==> src/sv/c2p_pkg.sv <==
// Shared types, widths, angle constants and arctangent table for the polar converter.
`default_nettype none

package c2p_pkg;

	// Field widths
	localparam int LEG_W     = 24;
	localparam int LIMIT_W   = 23;
	localparam int ANGLE_W   = 25;
	localparam int LEN_W     = 24;
	localparam int QUAD_W    = 3;

	// Internal widths
	localparam int SUM_W      = 2 * LEG_W;
	localparam int GUARD      = 8;
	localparam int CW         = LEG_W + GUARD + 3;
	localparam int ZW         = 29;
	localparam int ALPHA_W    = 23;
	localparam int ROOT_STEPS = LEN_W;
	localparam int REM_W      = LEN_W + 3;

	// Iteration count bounds
	localparam int ITER_DEFAULT = 20;
	localparam int ITER_MAX     = 32;

	// Register map (index taken from paddr[2])
	localparam int  ADDR_W       = 3;
	localparam logic REG_NEAR_ZERO = 1'b0;
	localparam logic [LIMIT_W-1:0] LIMIT_RESET = LIMIT_W'(1);

	// Quadrant codes
	typedef logic [QUAD_W-1:0] quad_t;
	localparam quad_t QUAD_1 = 3'd1;
	localparam quad_t QUAD_2 = 3'd2;
	localparam quad_t QUAD_3 = 3'd3;
	localparam quad_t QUAD_4 = 3'd4;

	// Angles in Q9.16 degrees
	localparam logic [ANGLE_W-1:0] DEG_90  = ANGLE_W'(90 * 65536);
	localparam logic [ANGLE_W-1:0] DEG_180 = ANGLE_W'(180 * 65536);
	localparam logic [ANGLE_W-1:0] DEG_270 = ANGLE_W'(270 * 65536);
	localparam logic [ANGLE_W-1:0] DEG_360 = ANGLE_W'(360 * 65536);

	// Accumulator ceiling: 90 degrees with 20 fraction bits
	localparam logic signed [ZW-1:0] Z_MAX = ZW'(90 * 1048576);

	// Facts about the vector that travel alongside the datapath
	typedef struct packed {
		logic  x_small;
		logic  y_small;
		logic  x_pos;
		logic  y_pos;
		quad_t quad;
	} side_t;

	// Rotation state of the vectoring pass
	typedef struct packed {
		logic signed [CW-1:0] x;
		logic signed [CW-1:0] y;
		logic signed [ZW-1:0] z;
	} rot_t;

	// Digit-by-digit square root state
	typedef struct packed {
		logic [SUM_W-1:0] rad;
		logic [REM_W-1:0] rem;
		logic [LEN_W-1:0] root;
	} root_t;

	// atan(2^-i) in degrees, 20 fraction bits, rounded to nearest
	function automatic logic signed [ZW-1:0] atan_entry(input int idx);
		logic signed [ZW-1:0] v;
		case (idx)
			0:  v = ZW'(47185920);
			1:  v = ZW'(27855475);
			2:  v = ZW'(14718068);
			3:  v = ZW'(7471121);
			4:  v = ZW'(3750058);
			5:  v = ZW'(1876857);
			6:  v = ZW'(938658);
			7:  v = ZW'(469357);
			8:  v = ZW'(234682);
			9:  v = ZW'(117342);
			10: v = ZW'(58671);
			11: v = ZW'(29335);
			12: v = ZW'(14668);
			13: v = ZW'(7334);
			14: v = ZW'(3667);
			15: v = ZW'(1833);
			16: v = ZW'(917);
			17: v = ZW'(458);
			18: v = ZW'(229);
			19: v = ZW'(115);
			20: v = ZW'(57);
			21: v = ZW'(29);
			22: v = ZW'(14);
			23: v = ZW'(7);
			24: v = ZW'(4);
			25: v = ZW'(2);
			26: v = ZW'(1);
			default: v = '0;
		endcase
		return v;
	endfunction

endpackage

`default_nettype wire

==> src/sv/c2p_prep.sv <==
// Input stages: leg magnitudes, near-zero flags, quadrant, squares and their sum.
`default_nettype none

module c2p_prep (
	input  wire logic                              clk,
	input  wire logic                              arst_n,
	input  wire logic                              en,
	input  wire logic                              in_valid,
	input  wire logic signed [c2p_pkg::LEG_W-1:0]  x_leg,
	input  wire logic signed [c2p_pkg::LEG_W-1:0]  y_leg,
	input  wire logic [c2p_pkg::LIMIT_W-1:0]       limit,
	output logic                                   valid_s2,
	output c2p_pkg::side_t                         side_s2,
	output c2p_pkg::rot_t                          rot_s2,
	output c2p_pkg::root_t                         root_s2
);

	localparam int LW = c2p_pkg::LEG_W;
	localparam int SW = c2p_pkg::SUM_W;
	localparam int CW = c2p_pkg::CW;

	logic [LW-1:0]        ax, ay;
	logic signed [SW-1:0] xx, yy;
	c2p_pkg::side_t       side;
	c2p_pkg::quad_t       quad;

	logic                 valid_s1;
	logic [LW-1:0]        ax_s1, ay_s1;
	logic [SW-1:0]        xx_s1, yy_s1;
	c2p_pkg::side_t       side_s1;

	// Magnitudes, squares and classification
	always_comb begin
		ax = x_leg[LW-1] ? LW'(-x_leg) : LW'(x_leg);
		ay = y_leg[LW-1] ? LW'(-y_leg) : LW'(y_leg);
		xx = x_leg * x_leg;
		yy = y_leg * y_leg;
		if (!x_leg[LW-1]) begin
			quad = y_leg[LW-1] ? c2p_pkg::QUAD_4 : c2p_pkg::QUAD_1;
		end else begin
			quad = y_leg[LW-1] ? c2p_pkg::QUAD_3 : c2p_pkg::QUAD_2;
		end
		side.x_small = ax < LW'(limit);
		side.y_small = ay < LW'(limit);
		side.x_pos   = !x_leg[LW-1] && (x_leg != '0);
		side.y_pos   = !y_leg[LW-1] && (y_leg != '0);
		side.quad    = quad;
	end

	// Advance valid bits
	always_ff @(posedge clk or negedge arst_n) begin
		if (!arst_n) begin
			valid_s1 <= 1'b0;
			valid_s2 <= 1'b0;
		end else if (en) begin
			valid_s1 <= in_valid;
			valid_s2 <= valid_s1;
		end
	end

	// Stage 1: magnitudes and squares
	always_ff @(posedge clk) begin
		if (en) begin
			ax_s1   <= ax;
			ay_s1   <= ay;
			xx_s1   <= SW'(xx);
			yy_s1   <= SW'(yy);
			side_s1 <= side;
		end
	end

	// Stage 2: sum of squares and seed of the rotation
	always_ff @(posedge clk) begin
		if (en) begin
			side_s2      <= side_s1;
			rot_s2.x     <= CW'({ax_s1, {c2p_pkg::GUARD{1'b0}}});
			rot_s2.y     <= CW'({ay_s1, {c2p_pkg::GUARD{1'b0}}});
			rot_s2.z     <= '0;
			root_s2.rad  <= xx_s1 + yy_s1;
			root_s2.rem  <= '0;
			root_s2.root <= '0;
		end
	end

endmodule

`default_nettype wire

==> config.mk <==
export PLATFORM = sky130hd
export DESIGN_NAME = c2p_prep
export DESIGN_NICKNAME = d
export VERILOG_FILES = /design/src/sv/c2p_pkg.sv /design/src/sv/c2p_prep.sv
export SDC_FILE = /design/constraint.sdc
export NUM_CORES = 2
export LEC_CHECK = 0
export ABC_AREA = 1
export BUFFER_PORTS_ARGS = -buffer_cell sky130_fd_sc_hd__buf_2
export CORE_ASPECT_RATIO = 1.1
export CORE_MARGIN = 2
export CORE_UTILIZATION = 30
export CTS_CLUSTER_DIAMETER = 100
export DETAILED_ROUTE_END_ITERATION = 8
export PLACE_DENSITY = 0.54
export SLEW_MARGIN = 10
export SYNTH_ARGS = -nofsm -noshare
export SYNTH_HDL_FRONTEND = slang
export SYNTH_SLANG_ARGS = --single-unit
==> constraint.sdc <==
create_clock -name clk -period 4.6 [get_ports clk]
set_clock_uncertainty 0.05 [all_clocks]
set_input_delay 0 -clock clk [delete_from_list [all_inputs] [get_ports clk]]
set_output_delay 0 -clock clk [all_outputs]
set_load 0.03 [all_outputs]
# Yosys cells after proc, flatten, opt, wreduce, memory -nomap -nowiden

Cells that the tools add are included.

Flip-flop bits (word level): 256
Latch bits: 0
RAM bits: 0
ROM bits: 0
Bits of input ports: 75
Output and inout bits: 206
Logic and storage cells: 37
Memories kept: 0

Add/sub/neg operators: 3
Multipliers: 2
Div/mod/pow operators: 0
Order comparisons: 2
Equality and inequality tests: 0
Shift-type cells: 0
Multiplexer cells: 5
Bitwise operators: 0
Reduce and logical (&&, ||, !) cells: 6

Operators with widths:

| cell                                                    | count |
|---|---|
| 24-bit by 24-bit multiplier with 48-bit output          | 2 |
| 48-bit adder                                            | 1 |
| 24-bit by 23-bit less-than comparator with 1-bit output | 2 |
| 24-bit two-way mux                                      | 2 |
| 24-bit negator                                          | 2 |
| 24-bit nonzero test                                     | 2 |
| 3-bit two-way mux                                       | 2 |
| 1-bit logical AND                                       | 2 |
| 1-bit zero test                                         | 2 |
| 1-bit two-way mux                                       | 1 |

# Logic depth before layout (Yosys ltp)

Word-level depth: 3
Gate-level depth with buffers: 31

# Worst setup path after synthesis

Ideal clock, no wire load.

Kind: input -> register
From: input port y_leg[23] (netlist name)
To: register yy_s1[47], data pin
Arrival: 5.889 ns
Required time: 4.298 ns
Slack: -1.591 ns
Cell stages on the path: 27
Cell sequence: clkbuf_1 clkbuf_1 nand2_1 inv_1 fa_1 fa_1 inv_1 fa_1 inv_1 fa_1 fa_1 inv_1 fa_1 inv_1 fa_1 ha_1 nand2_1 inv_1 nand2_1 nor2_1 nand2_1 nor3_1 nand2_1 inv_1 nor2_1 nand2_1 nand2_1

Cells in the longest elaborated chain, start to end: 1

Ends and longest elaborated chain:

| what                                           | RTL line       | RTL |
|---|---|---|
| start: declaration                             | c2p_prep.sv:10 | `input wire logic signed [c2p_pkg::LEG_W-1:0] y_leg,` |
| 24-bit by 24-bit multiplier with 48-bit output | c2p_prep.sv:37 | `yy = y_leg * y_leg;` |
| via yy[47]                                     | c2p_prep.sv:23 | `logic signed [SW-1:0] xx, yy;` |
| end signal: assignment                         | c2p_prep.sv:67 | `yy_s1 <= SW'(yy);` |
| end: declaration                               | c2p_prep.sv:29 | `logic [SW-1:0] xx_s1, yy_s1;` |

The timed path passes the listed nets, and every way through them passes these cells.
A chain may end at the register's enable or synchronous reset.

# Worst setup path in the final report

From: input port x_leg[23] (netlist name)
To: register xx_s1[45], data pin

Cells in the longest elaborated chain, start to end: 1

Ends and longest elaborated chain:

| what                                           | RTL line       | RTL |
|---|---|---|
| start: declaration                             | c2p_prep.sv:9  | `input wire logic signed [c2p_pkg::LEG_W-1:0] x_leg,` |
| 24-bit by 24-bit multiplier with 48-bit output | c2p_prep.sv:36 | `xx = x_leg * x_leg;` |
| via xx[45]                                     | c2p_prep.sv:23 |  |
| end signal: assignment                         | c2p_prep.sv:66 | `xx_s1 <= SW'(xx);` |
| end: declaration                               | c2p_prep.sv:29 |  |

The timed path passes the listed nets, and every way through them passes these cells.

==> summary.txt <==
Outcome: finished, violations left
Failing checks: DRC, setup timing
Input/output buffers: 178
Die boundary width: 411 µm
Starting Density: 30.2%
Crit-path slowest cell: fa_2
Buffers plus inverters on the worst setup path: 8
CP startpoint kind: input pin
Gp weighted congestion: 0.925
Hold path cells: 4
Worst slack at placement: -1.63 ns
R2R Path Start: yy_s1[5]$_DFFE_PP_
Yosys warns: 0
Slew headroom: 18.1%
Die height: 452 µm
Syn avg cell area: 8.49 µm²
Reg2reg setup slack: 2.07 ns
CTS tree: yes
CP peak stage delay: 0.65 ns
Final Non-Filler Cells: 9953
Fmax achieved: 0.185 GHz
CTS buffer count: 36
Drt total wl: 174 mm
Area contributors post-synth: fa_1 41%, edfxtp_1 14%, inv_1 13%
Post-route ant nets: 0
Placed Instances: 9697
Number of synthesized flops with an enable pin: 250
Synth Cell Area: 54800 µm²
Final hold vios: 0
Max Cap Viol: 0
Gr ovfl total: 0
Final WS setup: -0.800 ns
Clock latency at the later pin of the worst-skew pair: 0.59 ns
WP data required: 4.88 ns
R2r endpoint: root_s2[97]$_DFFE_PP_
Final setup vio count: 74
Primary FF master, synth: edfxtp_1
Vias after detailed routing: 43753
Worst min path class: input pin to flop
WS Path Type: input pin to flop
Pre-antenna DRT Iters: 9
Synth area leader: fa_1
Die area: 186000 µm²
Simple-gate share of the synthesized area: 15.1%
Largest net degree at the start of global routing: 115
Commonest non-fill, non-tap cell in the layout: inv_1
Synthesized netlist cell count: 6452
Via/cell ratio: 4.40
Number of DRC markers in iteration 0: 2220
Arrival @ worst endpoint: 5.68 ns
Most frequent cells in the layout: 1652 x inv_1, 1030 x nand2_1, 1005 x fa_1
Delay-heaviest family, CP: adder cells
Compound-Gate Fraction of Synth Area: 3.74%
Maximum clock insertion buffer count: 3
CP Capture Type: flop
Post-layout min period: 5.40 ns
Crit-path max FO: 8
DRC viols: 66
FFs w/ async S/R, synth: 0.794%
DP HPWL: 151 mm
Adder-cell share of the synthesized area: 49.4%
Seq/Total Area, Yosys: 13.8%
H-tree Lvls: 2
Nets@finish: 9090
Area grow syn2layout: 36.0%
Cell area after layout: 74500 µm²
Fin. max-slew vios: 0
Largest family of logic cells by synthesized area: adder cells
Worst Hold Path EP: ay_s1[16]$_DFFE_PP_
Flops & latches, synth: 252
CP dominant cell by count: fa_1
Min-delay src: y_leg[16]
Period utilization: 117%
Netlist cell types: 53
Sink Count: 252
Core Rows: 164
Post-synth top area share: 40.6%
First-pass GRT wire length: 268 mm
Io pins: 281
GR Util All Layers: 18.9%
Mux contribution to synthesized area: 0%
CTS Root Cell: clkbuf_16
Dpl cell area: 66400 µm²
Tightest Pin Transition: 1.23 ns
Critical path, cell by cell: buf_12 > buf_12 > nand2_4 > inv_2 > fa_2 > fa_2 > fa_2 > clkinv_4 > buf_12 > fa_1 > inv_2 > fa_1 > inv_1 > fa_1 > inv_2 > fa_1 > ha_4 > nand2_8 > nor3_4 > nand3_2 > nor2_1 > nand2_1 > nand4_1 > nand2_1
Initial antenna violation count: 6
Fraction of layout cells with a size suffix above 1: 32.8%
Vias in the first global route: 47103
Clk slew on worst S/H paths: 0.06 ns
XOR/XNOR Fraction of Synth Area: 2.35%
Finished Core Util: 41.0%
Wirelength per Cell: 17.5 µm
R2R depth: 9
RSZ-0062 raised after global routing: true
Core ar.: 182000 µm²
-- metal layers --
metal	track usage [%]	wire length, µm	up-vias
met5	0	13	-
li1	-	-	20731
met3	2.14	7000	200
met2	33.5	88200	885
met1	24.2	74100	21935
met4	5.00	5090	2
-- what timing repair did --
action | in CTS | in global routing
pin swaps | 470 | 485
cloned | 8 | 3
hold endpoints to repair | 53 | 0
gates resized for setup | 930 | 506
hold buffers | 12 | 0
endpoints found under the setup margin | 75 | 77
setup buffers | 106 | 82
-- final cells by class --
cell class	count	area, µm²
clock buffers	40	916
multi-input cells	4144	44900
diodes	2	5.00
well taps	2407	3010
clock inverters	23	196
repair buffers	1182	10700
flip-flops and latches	252	7560
inverters	1903	7240
fillers	17807	107000
-- state kept, by name (all words and copies together) (netlist names) --
| name | flops |
|---|---|
| ax_s1 | 24 |
| ay_s1 | 24 |
| root_s2 | 48 |
| rot_s2 | 48 |
| side_s1 | 7 |
| side_s2 | 7 |
| valid_s1 | 1 |
| valid_s2 | 1 |
| xx_s1 | 46 |
| yy_s1 | 46 |
-- worst register-to-register path: stages, from the launching register on --
cell and delay [ns]:
edfxtp_1 0.50, ha_1 0.40, a21oi_1 0.33, o21ai_4 0.18
nand3_1 0.11, nand3_1 0.21, nand2_1 0.21, nand3_1 0.09
nand2_1 0.06, nand2_1 0.11
-- logic make-up after synthesis --
kind of cell               after synthesis
DFF                                    252
AOI/OAI and AO/OA                      366
other                                    1
and+or+nand+nor                       2033
buffers and inverters                 2157
adders and majority gates             1496
xor gates and xnor gates               147
-- stage by stage --
step	hold slack [ns]	TNS, ns
CTS	0.00215	-35.07
finish	0.0253	-38.72
floorplan	-0.346	-48.69
global placement	-0.254	-103.27
global route	0.0101	-49.48
detailed placement	-0.250	-104.75
-- cells in the mapped netlist, types with 11 or more instances --
| cell | number |
|---|---|
| xor2_1 | 120 |
| nor3_1 | 21 |
| fa_1 | 1110 |
| buf_1 | 44 |
| xnor2_1 | 27 |
| o21ai_0 | 112 |
| inv_2 | 11 |
| buf_4 | 108 |
| nand2_2 | 22 |
| ha_1 | 386 |
| nand3_2 | 13 |
| a21o_1 | 11 |
| nand4_1 | 49 |
| buf_2 | 30 |
| nand3_1 | 160 |
| nor2_1 | 312 |
| a21oi_1 | 188 |
| o21bai_1 | 18 |
| clkbuf_1 | 70 |
| nand2_1 | 1418 |
| edfxtp_1 | 250 |
| inv_1 | 1892 |
-- worst max path at each step --
| stage | start | endpoint | slack (ns) | cells past startpoint |
|---|---|---|---|---|
| 6_report | x_leg[23] | xx_s1[45]$_DFFE_PP_ | -0.80 | 24 |
| 5_1_grt | x_leg[21] | xx_s1[45]$_DFFE_PP_ | -0.96 | 25 |
| 4_1_cts | x_leg[8] | xx_s1[47]$_DFFE_PP_ | -0.69 | 26 |
| 3_5_place_dp | y_leg[23] | yy_s1[45]$_DFFE_PP_ | -1.63 | 24 |
| 3_3_place_gp | y_leg[23] | yy_s1[47]$_DFFE_PP_ | -1.61 | 24 |
| 2_1_floorplan | y_leg[23] | yy_s1[47]$_DFFE_PP_ | -1.09 | 27 |
Power is left out: the tool's default activity adds up to more than one toggle a clock period on the data nets, which glitch-free logic cannot reach.
