**src/sv/c2p_pkg.sv**
```systemverilog
// Shared types, widths, angle constants and arctangent table for the polar converter.
`default_nettype none

package c2p_pkg;

	// Field widths
	localparam int LEG_W     = 24;
	localparam int LIMIT_W   = 23;
	localparam int ANGLE_W   = 25;
	localparam int LEN_W     = 24;
	localparam int QUAD_W    = 3;

	// Internal widths
	localparam int SUM_W      = 2 * LEG_W;
	localparam int GUARD      = 8;
	localparam int CW         = LEG_W + GUARD + 3;
	localparam int ZW         = 29;
	localparam int ALPHA_W    = 23;
	localparam int ROOT_STEPS = LEN_W;
	localparam int REM_W      = LEN_W + 3;

	// Iteration count bounds
	localparam int ITER_DEFAULT = 20;
	localparam int ITER_MAX     = 32;

	// Register map (index taken from paddr[2])
	localparam int  ADDR_W       = 3;
	localparam logic REG_NEAR_ZERO = 1'b0;
	localparam logic [LIMIT_W-1:0] LIMIT_RESET = LIMIT_W'(1);

	// Quadrant codes
	typedef logic [QUAD_W-1:0] quad_t;
	localparam quad_t QUAD_1 = 3'd1;
	localparam quad_t QUAD_2 = 3'd2;
	localparam quad_t QUAD_3 = 3'd3;
	localparam quad_t QUAD_4 = 3'd4;

	// Angles in Q9.16 degrees
	localparam logic [ANGLE_W-1:0] DEG_90  = ANGLE_W'(90 * 65536);
	localparam logic [ANGLE_W-1:0] DEG_180 = ANGLE_W'(180 * 65536);
	localparam logic [ANGLE_W-1:0] DEG_270 = ANGLE_W'(270 * 65536);
	localparam logic [ANGLE_W-1:0] DEG_360 = ANGLE_W'(360 * 65536);

	// Accumulator ceiling: 90 degrees with 20 fraction bits
	localparam logic signed [ZW-1:0] Z_MAX = ZW'(90 * 1048576);

	// Facts about the vector that travel alongside the datapath
	typedef struct packed {
		logic  x_small;
		logic  y_small;
		logic  x_pos;
		logic  y_pos;
		quad_t quad;
	} side_t;

	// Rotation state of the vectoring pass
	typedef struct packed {
		logic signed [CW-1:0] x;
		logic signed [CW-1:0] y;
		logic signed [ZW-1:0] z;
	} rot_t;

	// Digit-by-digit square root state
	typedef struct packed {
		logic [SUM_W-1:0] rad;
		logic [REM_W-1:0] rem;
		logic [LEN_W-1:0] root;
	} root_t;

	// atan(2^-i) in degrees, 20 fraction bits, rounded to nearest
	function automatic logic signed [ZW-1:0] atan_entry(input int idx);
		logic signed [ZW-1:0] v;
		case (idx)
			0:  v = ZW'(47185920);
			1:  v = ZW'(27855475);
			2:  v = ZW'(14718068);
			3:  v = ZW'(7471121);
			4:  v = ZW'(3750058);
			5:  v = ZW'(1876857);
			6:  v = ZW'(938658);
			7:  v = ZW'(469357);
			8:  v = ZW'(234682);
			9:  v = ZW'(117342);
			10: v = ZW'(58671);
			11: v = ZW'(29335);
			12: v = ZW'(14668);
			13: v = ZW'(7334);
			14: v = ZW'(3667);
			15: v = ZW'(1833);
			16: v = ZW'(917);
			17: v = ZW'(458);
			18: v = ZW'(229);
			19: v = ZW'(115);
			20: v = ZW'(57);
			21: v = ZW'(29);
			22: v = ZW'(14);
			23: v = ZW'(7);
			24: v = ZW'(4);
			25: v = ZW'(2);
			26: v = ZW'(1);
			default: v = '0;
		endcase
		return v;
	endfunction

endpackage

`default_nettype wire

```
**src/sv/c2p_finish.sv**
```systemverilog
// Output stages: angle clamp and rounding, root rounding, quadrant placement.
`default_nettype none

module c2p_finish (
	input  wire logic                            clk,
	input  wire logic                            arst_n,
	input  wire logic                            en,
	input  wire logic                            in_valid,
	input  wire c2p_pkg::side_t                  in_side,
	input  wire c2p_pkg::rot_t                   in_rot,
	input  wire c2p_pkg::root_t                  in_root,
	output logic                                 valid_s2,
	output logic [c2p_pkg::ANGLE_W-1:0]          angle_s2,
	output logic [c2p_pkg::LEN_W-1:0]            length_s2,
	output c2p_pkg::quad_t                       quad_s2
);

	localparam int AW = c2p_pkg::ANGLE_W;
	localparam int PW = c2p_pkg::ALPHA_W;
	localparam int NW = c2p_pkg::LEN_W;
	localparam int RW = c2p_pkg::REM_W;
	localparam int ZW = c2p_pkg::ZW;

	logic signed [ZW-1:0] zc, zr;
	logic [PW-1:0]        alpha;
	logic [NW-1:0]        len;

	logic                 valid_s1;
	logic [PW-1:0]        alpha_s1;
	logic [NW-1:0]        len_s1;
	c2p_pkg::side_t       side_s1;

	logic [AW-1:0]        a, placed, angle;

	// Clamp to [0,90] and round half up to 16 fraction bits; round root to nearest
	always_comb begin
		if (in_rot.z[ZW-1]) begin
			zc = '0;
		end else if (in_rot.z > c2p_pkg::Z_MAX) begin
			zc = c2p_pkg::Z_MAX;
		end else begin
			zc = in_rot.z;
		end
		zr    = zc + ZW'(8);
		alpha = PW'(zr >>> 4);
		len   = in_root.root + NW'(in_root.rem > RW'(in_root.root));
	end

	// Place the first-quadrant angle and apply the near-zero cases
	always_comb begin
		a = AW'(alpha_s1);
		case (side_s1.quad)
			c2p_pkg::QUAD_1: placed = a;
			c2p_pkg::QUAD_2: placed = c2p_pkg::DEG_180 - a;
			c2p_pkg::QUAD_3: placed = c2p_pkg::DEG_180 + a;
			c2p_pkg::QUAD_4: placed = (a == '0) ? '0 : c2p_pkg::DEG_360 - a;
			default:         placed = a;
		endcase
		if (side_s1.x_small) begin
			if (side_s1.y_small) begin
				angle = '0;
			end else begin
				angle = side_s1.y_pos ? c2p_pkg::DEG_90 : c2p_pkg::DEG_270;
			end
		end else if (side_s1.y_small) begin
			angle = side_s1.x_pos ? '0 : c2p_pkg::DEG_180;
		end else begin
			angle = placed;
		end
	end

	always_ff @(posedge clk or negedge arst_n) begin
		if (!arst_n) begin
			valid_s1 <= 1'b0;
			valid_s2 <= 1'b0;
		end else if (en) begin
			valid_s1 <= in_valid;
			valid_s2 <= valid_s1;
		end
	end

	always_ff @(posedge clk) begin
		if (en) begin
			alpha_s1  <= alpha;
			len_s1    <= len;
			side_s1   <= in_side;
			angle_s2  <= angle;
			length_s2 <= len_s1;
			quad_s2   <= side_s1.quad;
		end
	end

endmodule

`default_nettype wire
```
**config.mk**
```make
export PLATFORM = sky130hd
export DESIGN_NAME = c2p_finish
export DESIGN_NICKNAME = d
export VERILOG_FILES = /design/src/sv/c2p_pkg.sv /design/src/sv/c2p_finish.sv
export SDC_FILE = /design/constraint.sdc
export NUM_CORES = 1
export LEC_CHECK = 0
export BUFFER_PORTS_ARGS = -buffer_cell sky130_fd_sc_hd__buf_4
export CELL_PAD_IN_SITES_DETAIL_PLACEMENT = 0
export CELL_PAD_IN_SITES_GLOBAL_PLACEMENT = 2
export CORE_UTILIZATION = 27
export CTS_BUF_LIST = sky130_fd_sc_hd__clkbuf_4
export CTS_CLUSTER_DIAMETER = 60
export DETAILED_ROUTE_END_ITERATION = 8
export PLACE_DENSITY_LB_ADDON = 0.1
export SETUP_SLACK_MARGIN = 0.3
export SLEW_MARGIN = 40
export SYNTH_ARGS = -nofsm -noshare
export SYNTH_HDL_FRONTEND = slang
export SYNTH_SLANG_ARGS = --single-unit
```
**constraint.sdc**
```tcl
create_clock -name clk -period 2.4 [get_ports clk]
set_clock_uncertainty 0.05 [all_clocks]
set_input_delay 0 -clock clk [delete_from_list [all_inputs] [get_ports clk]]
set_output_delay 0 -clock clk [all_outputs]
set_load 0.01 [all_outputs]
```
Word-level counts from Yosys, hierarchy flattened. Cells that the tools add are included.

Output and inout port bits: 53. Flip-flop bits (word level): 108.

Equality and inequality tests: 3. Multiplexer cells: 9. $lt $le $gt $ge: 2. Reductions and logical operators: 1. $add $sub $neg: 5.

Operators with widths (number): $mux 25 (5); $pmux 25 s3 (1); $mux 27 (2); $gt 29x28->1 const B (1); $add 27x5->27 const B (1); $gt 27x24->1 (1); $add 24x23->25 const A (1); $sub 24x23->25 const A (1); $sub 25x23->25 const A (1); $add 24x1->24 (1); $mux 24 (1); $logic_not 23->1 (1); $eq 3x2->1 const B (2); $eq 3x3->1 const B (1).

Logic depth before layout (Yosys ltp). Gate-level depths: netlist of run 1.

Word-level depth: 5. Mapped depth: 14. Depth with buffers taken out: 14.

Worst setup path after synthesis of run 1. Ideal clock, no wire load.

Path kind: input -> register. Start: input port in_root[18] (netlist bit). End: register len_s1[20] (data pin). Setup slack: -0.342 ns. Data arrival time: 2.431 ns. Library setup time: 0.261 ns. Path buffers: 0. Required time: 2.089 ns. Stages on the path: 14. Cell sequence: inv_1 -> ha_1 -> nand4_1 -> nor2_1 -> nand2_1 -> a2111oi_0 -> nor2_1 -> a211oi_1 -> ha_1 -> ha_1 -> nand2_1 -> or3_1 -> nor4_2 -> xnor2_1.

Cells in the longest elaborated chain, start to end: 2.

RTL lines: start, declared (RTL line c2p_finish.sv:11) `input wire c2p_pkg::root_t in_root,`; $gt 27x24->1 (RTL line c2p_finish.sv:46) `len = in_root.root + NW'(in_root.rem > RW'(in_root.root));`; $add 24x1->24 (*) (RTL line c2p_finish.sv:46); net len[20] (RTL line c2p_finish.sv:26) `logic [NW-1:0] len;`; end signal, assigned (RTL line c2p_finish.sv:85) `len_s1 <= len;`; end, declared (RTL line c2p_finish.sv:30) `logic [NW-1:0] len_s1;`.

Mark *: on every way through the listed nets, which the timed path passes. The rest lies on a longest branch. A chain may end at the register's enable or synchronous reset.

Final worst setup path of run 1.
Start: register alpha_s1[0]. End: register angle_s2[12] (netlist bit) (data pin).

Cells in the longest elaborated chain, start to end: 5. Elaborated cells on any way between the ends: 8. Those cells by class: 3 x add/sub; 4 x mux; 1 x reduce/logical.

RTL lines: start, declared (RTL line c2p_finish.sv:29) `logic [PW-1:0] alpha_s1;`; start signal, assigned (RTL line c2p_finish.sv:84) `alpha_s1 <= alpha;`; $sub 25x23->25 or $logic_not 23->1 (tied branches) (RTL line c2p_finish.sv:56) `c2p_pkg::QUAD_4: placed = (a == '0) ? '0 : c2p_pkg::DEG_360 - a;`; $mux 25 (RTL line c2p_finish.sv:56); $pmux 25 s3 (*) (RTL line c2p_finish.sv:52) `case (side_s1.quad)`; $mux 25 (*) (RTL line c2p_finish.sv:65) `end else if (side_s1.y_small) begin`; $mux 25 (*) (RTL line c2p_finish.sv:59) `if (side_s1.x_small) begin`; end signal, assigned (RTL line c2p_finish.sv:87) `angle_s2 <= angle;`; end, declared (RTL line c2p_finish.sv:13) `output logic [c2p_pkg::ANGLE_W-1:0] angle_s2,`.

Every way passes the cells marked *; elsewhere a longest branch is shown, timed or not.

==> results of run 1 <==
## path summary, 6_finish.rpt
path | slack [ps] | start | cells after the start | to
min in group asynchronous | 290 | arst_n | 3 | valid_s2$_DFFE_PN0P_
worst max register to register | 130 | alpha_s1[0]$_DFFE_PP_ | 12 | angle_s2[12]$_SDFFCE_PP0P_
max in group asynchronous | 1890 | arst_n | 3 | valid_s1$_DFFE_PN0P_
worst min-delay path | 50 | in_rot[15] | 4 | alpha_s1[15]$_DFFE_PP_
worst max-delay path | 130 | alpha_s1[0]$_DFFE_PP_ | 12 | angle_s2[12]$_SDFFCE_PP0P_
worst min register to register | 390 | len_s1[14]$_DFFE_PP_ | 0 | length_s2[14]$_DFFE_PP_
## worst max-delay path: cells and delay by family, from the launching register on
kind | cells | cell delay (ps)
buf+inv | 5 | 600
flops | 1 | 450
compound gates | 3 | 450
simple gates | 3 | 360
fa+ha+maj | 1 | 120
## stage by stage
| step | power [mW] | area (sq um) | util [%] | hold slack [ps] | TNS, ps |
|---|---|---|---|---|---|
| 2_1_floorplan | 2.75 | 6420 | - | -346 | -1370 |
| 3_3_place_gp | 3.30 | 8580 | 38.0 | -269 | -4530 |
| 3_5_place_dp | 3.31 | 8580 | 38.0 | -266 | -5130 |
| 4_1_cts | 4.46 | 9830 | 43.6 | 2.87 | 0 |
| 5_1_grt | 4.75 | 10400 | 46.2 | 1.66 | -32.1 |
| 6_report | 4.51 | 10400 | 46.2 | 47.7 | 0 |
## registers in the layout (all words and copies together) (netlist names)
register and cells:
alpha_s1 23, angle_s2 25, len_s1 24, length_s2 24
quad_s2 3, side_s1 7, valid_s1 1, valid_s2 1
## power groups by stage
| stage | registers, mW | logic [mW] | clock network [mW] |
|---|---|---|---|
| floorplan | 2.39 | 0.361 | 0 |
| global placement | 2.36 | 0.945 | 0 |
| detailed placement | 2.36 | 0.948 | 0 |
| CTS | 2.32 | 1.10 | 1.04 |
| global route | 2.33 | 1.31 | 1.11 |
| finish | 2.32 | 1.21 | 0.983 |
## metal layers
layer,vias to the layer above,global-route usage (%)
li1,2903,-
met1,2723,17.0
met2,167,30.1
met3,31,4.62
met4,0,6.67
met5,-,0
## final cells by class
class / instances / share of cell area, %
antenna: 2 / 0.0480
multi-input combinational: 417 / 33.5
timing repair buffer: 366 / 29.1
sequential: 108 / 31.0
inverter: 36 / 1.42
clock inverter: 6 / 0.709
tap: 285 / 3.42
clock buffer: 10 / 0.721
## repair_timing
action | 4_1_cts | 5_1_grt
setup buffers | 21 | 19
endpoints found under the setup margin | 38 | 43
hold buffers | 74 | 0
endpoints found under the hold margin | 87 | 0
gates cloned | 0 | 0
resized for setup | 44 | 95
pin swaps | 21 | 41
## cell usage in the layout (no fill, tap or decap), types with 7 or more instances in the layout
cell type	n
buf_4	272
edfxtp_1	106
dlygate4sd3_1	74
nor2_1	46
xnor2_1	28
nand2_1	26
inv_1	22
nand3_1	22
xor2_1	18
nand4_1	17
a21oi_1	17
o21ai_1	16
ha_1	16
buf_6	16
ha_4	15
o21ai_0	11
inv_2	10
clkbuf_4	10
and3_1	8
nor2_4	7
nor3_1	7
## kinds of logic (layout without fill, tap and decap cells)
| kind of cell | count (synthesis) | in the layout |
|---|---|---|
| AOI/OAI and AO/OA | 113 | 113 |
| xor gates and xnor gates | 47 | 47 |
| adders and majority gates | 33 | 33 |
| buffers and inverters | 51 | 418 |
| DFF | 108 | 108 |
| muxes | 4 | 4 |
| other | 0 | 2 |
| and+or+nand+nor | 220 | 220 |
==> results.py, run 1 <==
metrics = {
    "synthesis": {
        "muxShareOfSynthArea_pct": 0.686,
        "netlist.area_leader.share_pct": 51.3,
        "ys_seq_elements": 108,
        "syn_nets": 818,
        "avgSynthCellArea_sq_um": 10.8,
        "synthTopCellsByCount": "edfxtp_1, nor2_1, inv_1, nand2_1, ha_1",
        "synth.most_common_cell": "edfxtp_1",
        "ys_warn_count": 0,
        "synth_adder_area_share_pct": 6.65,
        "synth_compound_area_share_pct": 11.9,
        "synth_top_family_by_area": "simple AND/OR/NAND/NOR gates",
        "synthCells": 576,
        "synth_flop_cell": "edfxtp_1",
        "yosysSeqAreaShare_pct": 52.1,
        "yosysTopAreaCell": "edfxtp_1",
        "synth-edff-count": 106,
        "yosysUniqueCellTypes": 63,
        "netlist_area_sq_um": 6200,
        "yosys-top-cells-area": "edfxtp_1, ha_1, xnor2_1",
        "synthSimpleGateAreaFrac_pct": 18.9,
        "synthXorXnorAreaFrac_pct": 6.63,
        "async_reset_ff_share_pct": 1.85,
    },
    "final_layout": {
        "layout.nets": 1180,
        "layout.cells.non_filler": 1230,
        "drive_above_1_share_pct": 44.9,
        "syn_to_final_growth_pct": 67.9,
        "multi_input_area_sq_um": 3490,
        "nFillCells": 2161,
        "ff_latch_area_sq_um": 3230,
    },
    "floorplan": {
        "dieHeight_um": 154,
        "io_pins": 262,
        "dieWidth_um": 154,
        "rows": 55,
        "die_area_sq_um": 23600,
        "start_util_pct": 27.5,
        "coreArea_sq_um": 22600,
    },
    "clock_tree": {
        "cts_root_buffer": "clkbuf_4",
        "clk_pin_slew_worst_paths_ps": 170,
        "clock_path_buffers": 2,
        "clock-sinks": 108,
        "htree_levels": 3,
        "cts_tree": "yes",
        "clkLatencyLatePin_ps": 480,
        "cts_buffers": 9,
    },
    "setup_path": {
        "crit_slowest_cell": "edfxtp_1",
        "crit_top_cell": "buf_6",
        "worstSetupStartpointType": "flop",
        "arrival_ps": 2460,
        "crit_fanout": 5,
        "crit_required_ps": 2590,
        "cp-end-kind": "flop",
        "worstPathCellList": "inv_2 > ha_4 > nor4b_4 > buf_4 > buf_6 > nand4_1 > o211ai_2 > buf_12 > buf_6 > nor2_4 > o21ai_2 > o41ai_2",
        "path_class": "flop to flop",
        "cp_slowest_stage_delay_ps": 450,
    },
    "route": {
        "vias": 5824,
        "wl_met2_mm": 10.2,
        "drc": 0,
        "avgViaCountPerCell": 4.73,
        "dr.pass1.iters": 4,
        "met1_length_mm": 7.38,
        "ant_nets": 0,
        "drtIter0Drc": 244,
        "dr_wl_met3_mm": 1.23,
        "wl_per_cell_um": 15.7,
        "wirelength_mm": 19.3,
        "highest_layer": "met4",
    },
    "power_and_ir_drop": {
        "p_comb_share_pct": 26.9,
        "swShare_pct": 28.3,
        "peakVddDrop_mv": 0.189,
        "p_per_area_nw_per_um2": 433,
        "internal-power_mw": 3.23,
        "p_leak_nw": 4.15,
        "clkPwrFrac_pct": 21.8,
        "switchingPower_mw": 1.28,
        "seqPwrFrac_pct": 51.3,
    },
    "grt": {
        "antenna_found_initial": 2,
        "grt_max_degree": 49,
        "grt_pass1_vias": 6012,
        "grt_first_pass_wirelength_mm": 29.8,
        "track_usage_pct": 16.2,
        "grt-ovfl-total": 0,
    },
    "sta": {
        "finalCritPeriodShare_pct": 94.6,
        "slew_violations": 0,
        "setup_ws_ps": 129,
        "tightest_slew_ps": 645,
        "setup_viol": 0,
        "rsz0062_at_grt": "yes",
        "hold_viol": 0,
        "min_period_ps": 2270,
        "max_clock_freq_mhz": 440,
        "max_slew_margin_pct": 56.9,
    },
    "placement": {
        "gp_congestion": 0.843,
        "dp_hpwl_mm": 14.3,
        "placed_cells": 1098,
        "io_buffer_count": 143,
        "post-place-ws_ps": -451,
    },
    "flow_run": {
        "max_cap_violations": 0,
    },
    "min_path": {
        "hp-class": "input pin to flop",
    },
    "outcome": {
        "outcome": "completed",
    },
}
Note: power is estimated with default switching activity, not from simulation.
==> run 2, diff against run 1 <==
--- a/config.mk
+++ b/config.mk
@@ -8,6 +8,7 @@
 export BUFFER_PORTS_ARGS = -buffer_cell sky130_fd_sc_hd__buf_4
 export CELL_PAD_IN_SITES_DETAIL_PLACEMENT = 0
 export CELL_PAD_IN_SITES_GLOBAL_PLACEMENT = 2
+export CORE_ASPECT_RATIO = 1.2
 export CORE_UTILIZATION = 27
 export CTS_BUF_LIST = sky130_fd_sc_hd__clkbuf_4
 export CTS_CLUSTER_DIAMETER = 60
==> constraint.sdc (replaced) <==
create_clock -name clk -period 2 [get_ports clk]
set_clock_uncertainty 0.05 [all_clocks]
set_input_delay 0 -clock clk [delete_from_list [all_inputs] [get_ports clk]]
set_output_delay 0 -clock clk [all_outputs]
set_load 0.01 [all_outputs]
==> results.py, run 2 (synthesis gave the netlist of run 1 again) <==
metrics = {
    "sta": {
        "max_clock_freq_mhz": 440,
        "max_slew_margin_pct": 62.6,
        "setup_viol": 43,
        "hold-worst-slack_ps": 35.4,
        "finalCritPeriodShare_pct": 114,
        "setup_ws_ps": -271,
        "tightest_slew_ps": 558,
        "hold_viol": 0,
        "min_period_ps": 2270,
        "rsz0062_at_grt": "yes",
        "slew_violations": 0,
    },
    "flow_run": {
        "max_cap_violations": 0,
    },
    "setup_path": {
        "crit_fanout": 4,
        "path_class": "input pin to flop",
        "reg2reg_depth": 6,
        "critPathLaunch": "in_root[7]",
        "timing.rr.start": "alpha_s1[18]$_DFFE_PP_",
        "arrival_ps": 2470,
        "worstSetupStartpointType": "input pin",
        "cp-end-kind": "flop",
        "crit_required_ps": 2200,
    },
    "grt": {
        "grt_pass1_vias": 6332,
        "grt_first_pass_wirelength_mm": 32.6,
        "grt_max_degree": 74,
        "grt-ovfl-total": 0,
        "antenna_found_initial": 1,
        "track_usage_pct": 17.8,
    },
    "placement": {
        "post-place-ws_ps": -948,
        "gp_congestion": 0.837,
        "io_buffer_count": 143,
        "dp_hpwl_mm": 15.0,
    },
    "final_layout": {
        "top_regs": "angle_s2: 25 flops, len_s1: 24 flops, length_s2: 24 flops",
        "drive_above_1_share_pct": 53.0,
        "utilization_pct": 50.4,
        "syn_to_final_growth_pct": 82.9,
        "layout_common_cells": "buf_4, edfxtp_1, dlygate4sd3_1",
        "largest-register": "angle_s2",
        "final_common_cell": "buf_4",
        "layout.nets": 1223,
        "largest_reg_flops": 25,
    },
    "outcome": {
        "outcome": "finished with violations",
        "violations": "negative setup slack",
    },
    "clock_tree": {
        "clk_pin_slew_worst_paths_ps": 160,
        "cts_root_buffer": "clkbuf_4",
        "cts_tree": "yes",
        "htree_levels": 3,
        "cts_buffers": 9,
        "clock_path_buffers": 2,
        "clock-sinks": 108,
        "clkLatencyLatePin_ps": 480,
    },
    "power_and_ir_drop": {
        "p_per_area_nw_per_um2": 505,
        "peakVddDrop_mv": 0.257,
        "p_leak_nw": 4.50,
    },
    "route": {
        "wl_per_cell_um": 16.3,
        "wirelength_mm": 20.7,
        "drc": 0,
        "dr.pass1.iters": 4,
        "ant_nets": 0,
        "vias": 6083,
        "drtIter0Drc": 292,
        "avgViaCountPerCell": 4.80,
    },
    "floorplan": {
        "rows": 60,
        "io_pins": 262,
        "start_util_pct": 27.6,
        "coreArea_sq_um": 22500,
        "die_area_sq_um": 23600,
        "dieHeight_um": 168,
        "dieWidth_um": 140,
    },
    "min_path": {
        "min_path_cells": 5,
        "hold_start": "in_rot[13]",
        "hp-class": "input pin to flop",
    },
}
run 2: cell types whose count changed in the layout (fill, tap and decap cells not counted), moves of 7 or more:
cell / change
ha_1: -10
buf_4: +12
ha_4: +8
nor2_1: -7
buf_6: +29
run 2: cell type report:
class                      count  area [sq um]
antenna                        1          2.50
clock buffer                  10          75.1
clock inverter                 6          93.8
fill                        2101         11200
inverter                      36           163
multi-input combinational    417          3950
sequential                   108          3230
tap                          279           349
timing repair buffer         409          3480
run 2: repair_timing:
item | 4_1_cts | 5_1_grt
endpoints found under the hold margin | 72 | 1
hold buffers | 72 | 1
endpoints found under the setup margin | 55 | 60
pin swaps | 61 | 54
buffers inserted | 17 | 20
gates resized for setup | 152 | 92
run 2: final timing paths:
| kind | to | slack (ps) |
|---|---|---|
| setup / recovery | len_s1[20]$_DFFE_PP_ | -270 |
| hold / removal | alpha_s1[10]$_DFFE_PP_ | 40 |
| setup reg to reg | angle_s2[22]$_DFFE_PP_ | -260 |
| hold reg to reg | length_s2[19]$_DFFE_PP_ | 390 |
| max in group asynchronous | valid_s2$_DFFE_PN0P_ | 1450 |
| min in group asynchronous | valid_s1$_DFFE_PN0P_ | 330 |
run 2: per-layer routing:
layer  vias to the layer above  share of wire, %  global-route usage [%]
met4                         0               2.5                    6.98
li1                       2991                 -                       -
met5                         -                 0                       0
met2                       148                52                    31.9
met3                        28               3.5                    1.71
met1                      2916                42                    21.8
run 2: worst max-delay path, stage by stage:
cell and delay, ps:
buf_8 80, inv_4 30, ha_4 260, a21oi_4 50, nor2b_4 180, nor4_4 60
a2111oi_4 390, nor2_2 70, a211oi_2 240, ha_4 230, ha_4 160, nand2_4 50
or3_4 430, nor4_4 160, xnor2_1 90
run 2: metrics by stage:
stage               std cells  total power, mW  setup TNS, ps  cell area, sq um
global route             1266             6.02         -12660             11300
detailed placement       1140             4.08         -24810              9030
floorplan                 576             3.32         -11020              6540
global placement         1140             4.07         -23730              9030
CTS                      1245             5.69          -5760             10800
finish                   1266             5.73          -6500             11300
run 2: where the power goes:
part	leakage [nW]	internal [mW]	switching [mW]	total, mW
logic	3.34	0.899	0.763	1.66
registers	1.07	2.69	0.0904	2.78
clock network	0.0880	0.535	0.755	1.29
==> run 3, diff against run 2 <==
==> constraint.sdc (replaced) <==
create_clock -name clk -period 2 [get_ports clk]
set_clock_uncertainty 0.05 [all_clocks]
set_input_delay 0.5 -clock clk [delete_from_list [all_inputs] [get_ports clk]]
set_output_delay 0.5 -clock clk [all_outputs]
set_load 0.01 [all_outputs]
==> results.py, run 3 (synthesis gave the netlist of run 1 again) <==
metrics = {
    "outcome": {
        "violations": "negative setup slack",
        "outcome": "finished with violations",
    },
    "final_layout": {
        "largest-register": "angle_s2",
        "layout.cells.non_filler": 1194,
        "layout.nets": 1151,
        "final_common_cell": "buf_4",
        "utilization_pct": 46.7,
        "nFillCells": 2103,
        "drive_above_1_share_pct": 55.9,
        "top_regs": "angle_s2: 25 flops, len_s1: 24 flops, length_s2: 24 flops",
        "syn_to_final_growth_pct": 69.4,
        "largest_reg_flops": 25,
        "layout_common_cells": "buf_4, edfxtp_1, buf_6",
    },
    "grt": {
        "antenna_found_initial": 1,
        "grt_pass1_vias": 5908,
        "grt-ovfl-total": 0,
        "track_usage_pct": 16.9,
        "grt_max_degree": 52,
        "grt_first_pass_wirelength_mm": 30.8,
    },
    "setup_path": {
        "crit_fanout": 2,
        "reg2reg_depth": 10,
        "rrSetupSlack_ps": -350,
        "cp-end-kind": "flop",
        "crit_slowest_cell": "or3_1",
        "critPathLaunch": "in_root[36]",
        "worstPathCellList": "buf_4 > ha_4 > nand4_1 > nor2_2 > nand2_2 > a2111oi_4 > nor2_1 > a211oi_2 > ha_2 > buf_6 > buf_6 > ha_4 > nand2_2 > or3_1 > xnor2_1",
        "path_delay_family": "simple AND/OR/NAND/NOR gates",
        "arrival_ps": 2950,
        "path_class": "input pin to flop",
        "critPathCapture": "len_s1[10]$_DFFE_PP_",
        "cp_slowest_stage_delay_ps": 380,
        "cp_num_cells": 15,
        "timing.rr.start": "alpha_s1[18]$_DFFE_PP_",
        "cp_num_buf_inv": 3,
        "worstSetupStartpointType": "input pin",
        "reg2reg_to": "angle_s2[8]$_SDFFCE_PP0P_",
        "crit_required_ps": 2210,
    },
    "sta": {
        "setup_viol": 57,
        "hold_viol": 0,
        "finalCritPeriodShare_pct": 137,
        "max_slew_margin_pct": 73.6,
        "max_clock_freq_mhz": 365,
        "hold-worst-slack_ps": 134,
        "min_period_ps": 2740,
        "tightest_slew_ps": 393,
        "slew_violations": 0,
        "rsz0062_at_grt": "yes",
        "setup_ws_ps": -743,
    },
    "floorplan": {
        "die_area_sq_um": 23600,
        "dieWidth_um": 140,
        "coreArea_sq_um": 22500,
        "dieHeight_um": 168,
        "rows": 60,
        "start_util_pct": 27.6,
        "io_pins": 262,
    },
    "route": {
        "drc": 0,
        "dr.pass1.iters": 4,
        "wirelength_mm": 19.9,
        "avgViaCountPerCell": 4.81,
        "ant_nets": 0,
        "drtIter0Drc": 303,
        "wl_per_cell_um": 16.7,
        "vias": 5740,
    },
    "placement": {
        "gp_congestion": 0.873,
        "io_buffer_count": 143,
        "placed_cells": 1144,
        "dp_hpwl_mm": 15.3,
    },
    "power_and_ir_drop": {
        "p_leak_nw": 4.17,
        "p_per_area_nw_per_um2": 514,
        "power_mw": 5.40,
        "peakVddDrop_mv": 0.219,
    },
    "clock_tree": {
        "cts_buffers": 9,
        "cts_root_buffer": "clkbuf_4",
        "clkLatencyLatePin_ps": 500,
        "cts_tree": "yes",
        "clk_pin_slew_worst_paths_ps": 170,
        "clock_path_buffers": 2,
        "htree_levels": 3,
        "clock-sinks": 108,
    },
    "min_path": {
        "hp-class": "input pin to flop",
        "hold_start": "in_side[4]",
    },
    "flow_run": {
        "max_cap_violations": 0,
    },
}
## run 3: changes by cell type in the layout (fill, tap and decap cells not counted), sizes merged
cell,change
bufinv,-2
inv,+1
buf,-1
clkbuf,-1
clkinvlp,+1
dlygate4sd3,-71
clkinv,+1
## run 3: report_power, final
part	internal [mW]	leakage [nW]	switching, mW
combinational	0.788	3.03	0.736
clock	0.288	0.0685	0.816
sequential	2.69	1.07	0.0851
## run 3: worst min path at each step
stage                                       to  slack (ps)  depth (start not counted)
after floorplan           valid_s1$_DFFE_PN0P_         150                          0
after global placement    valid_s2$_DFFE_PN0P_         230                          1
after detailed placement  valid_s1$_DFFE_PN0P_         240                          1
after CTS                 side_s1[4]$_DFFE_PP_          90                          1
after global routing      side_s1[4]$_DFFE_PP_          90                          1
final                     side_s1[4]$_DFFE_PP_         130                          1
## run 3: layer usage
metal	global-route usage [%]	up-vias	wire length, um
li1	-	2849	-
met2	30.3	120	10300
met5	0	-	0
met4	6.98	0	537
met1	20.3	2746	8440
met3	2.22	25	691
## run 3: through the flow
step / area, sq um / TNS, ps / worst slack, ps
floorplan: 6540 / -28090 / -1130
global placement: 9080 / -45740 / -1360
detailed placement: 9080 / -48510 / -1460
CTS: 10000 / -17630 / -662
global route: 10500 / -25050 / -782
finish: 10500 / -19900 / -743
## run 3: repair_timing
action	in CTS	in global routing
setup buffers	21	10
pin swaps	58	55
cloned	0	1
gates resized for setup	131	97
endpoints found under the setup margin	71	70
endpoints found under the hold margin	2	0
hold buffers	1	0
## run 3: final cells by class
class | count | area (sq um) | area share [%]
antenna | 1 | 2.50 | 0.0238
clock buffer | 9 | 67.6 | 0.643
clock inverter | 7 | 66.3 | 0.631
inverter | 36 | 163 | 1.55
multi-input combinational | 417 | 3840 | 36.5
sequential | 108 | 3230 | 30.8
tap | 279 | 349 | 3.32
timing repair buffer | 337 | 2790 | 26.6
## run 3: worst register-to-register path: cells and delay by family (launching register included)
family          cells  cell delay [ps]
compound gates      3              520
fa+ha+maj           1              120
buf+inv             3              520
flops               1              470
simple gates        3              430
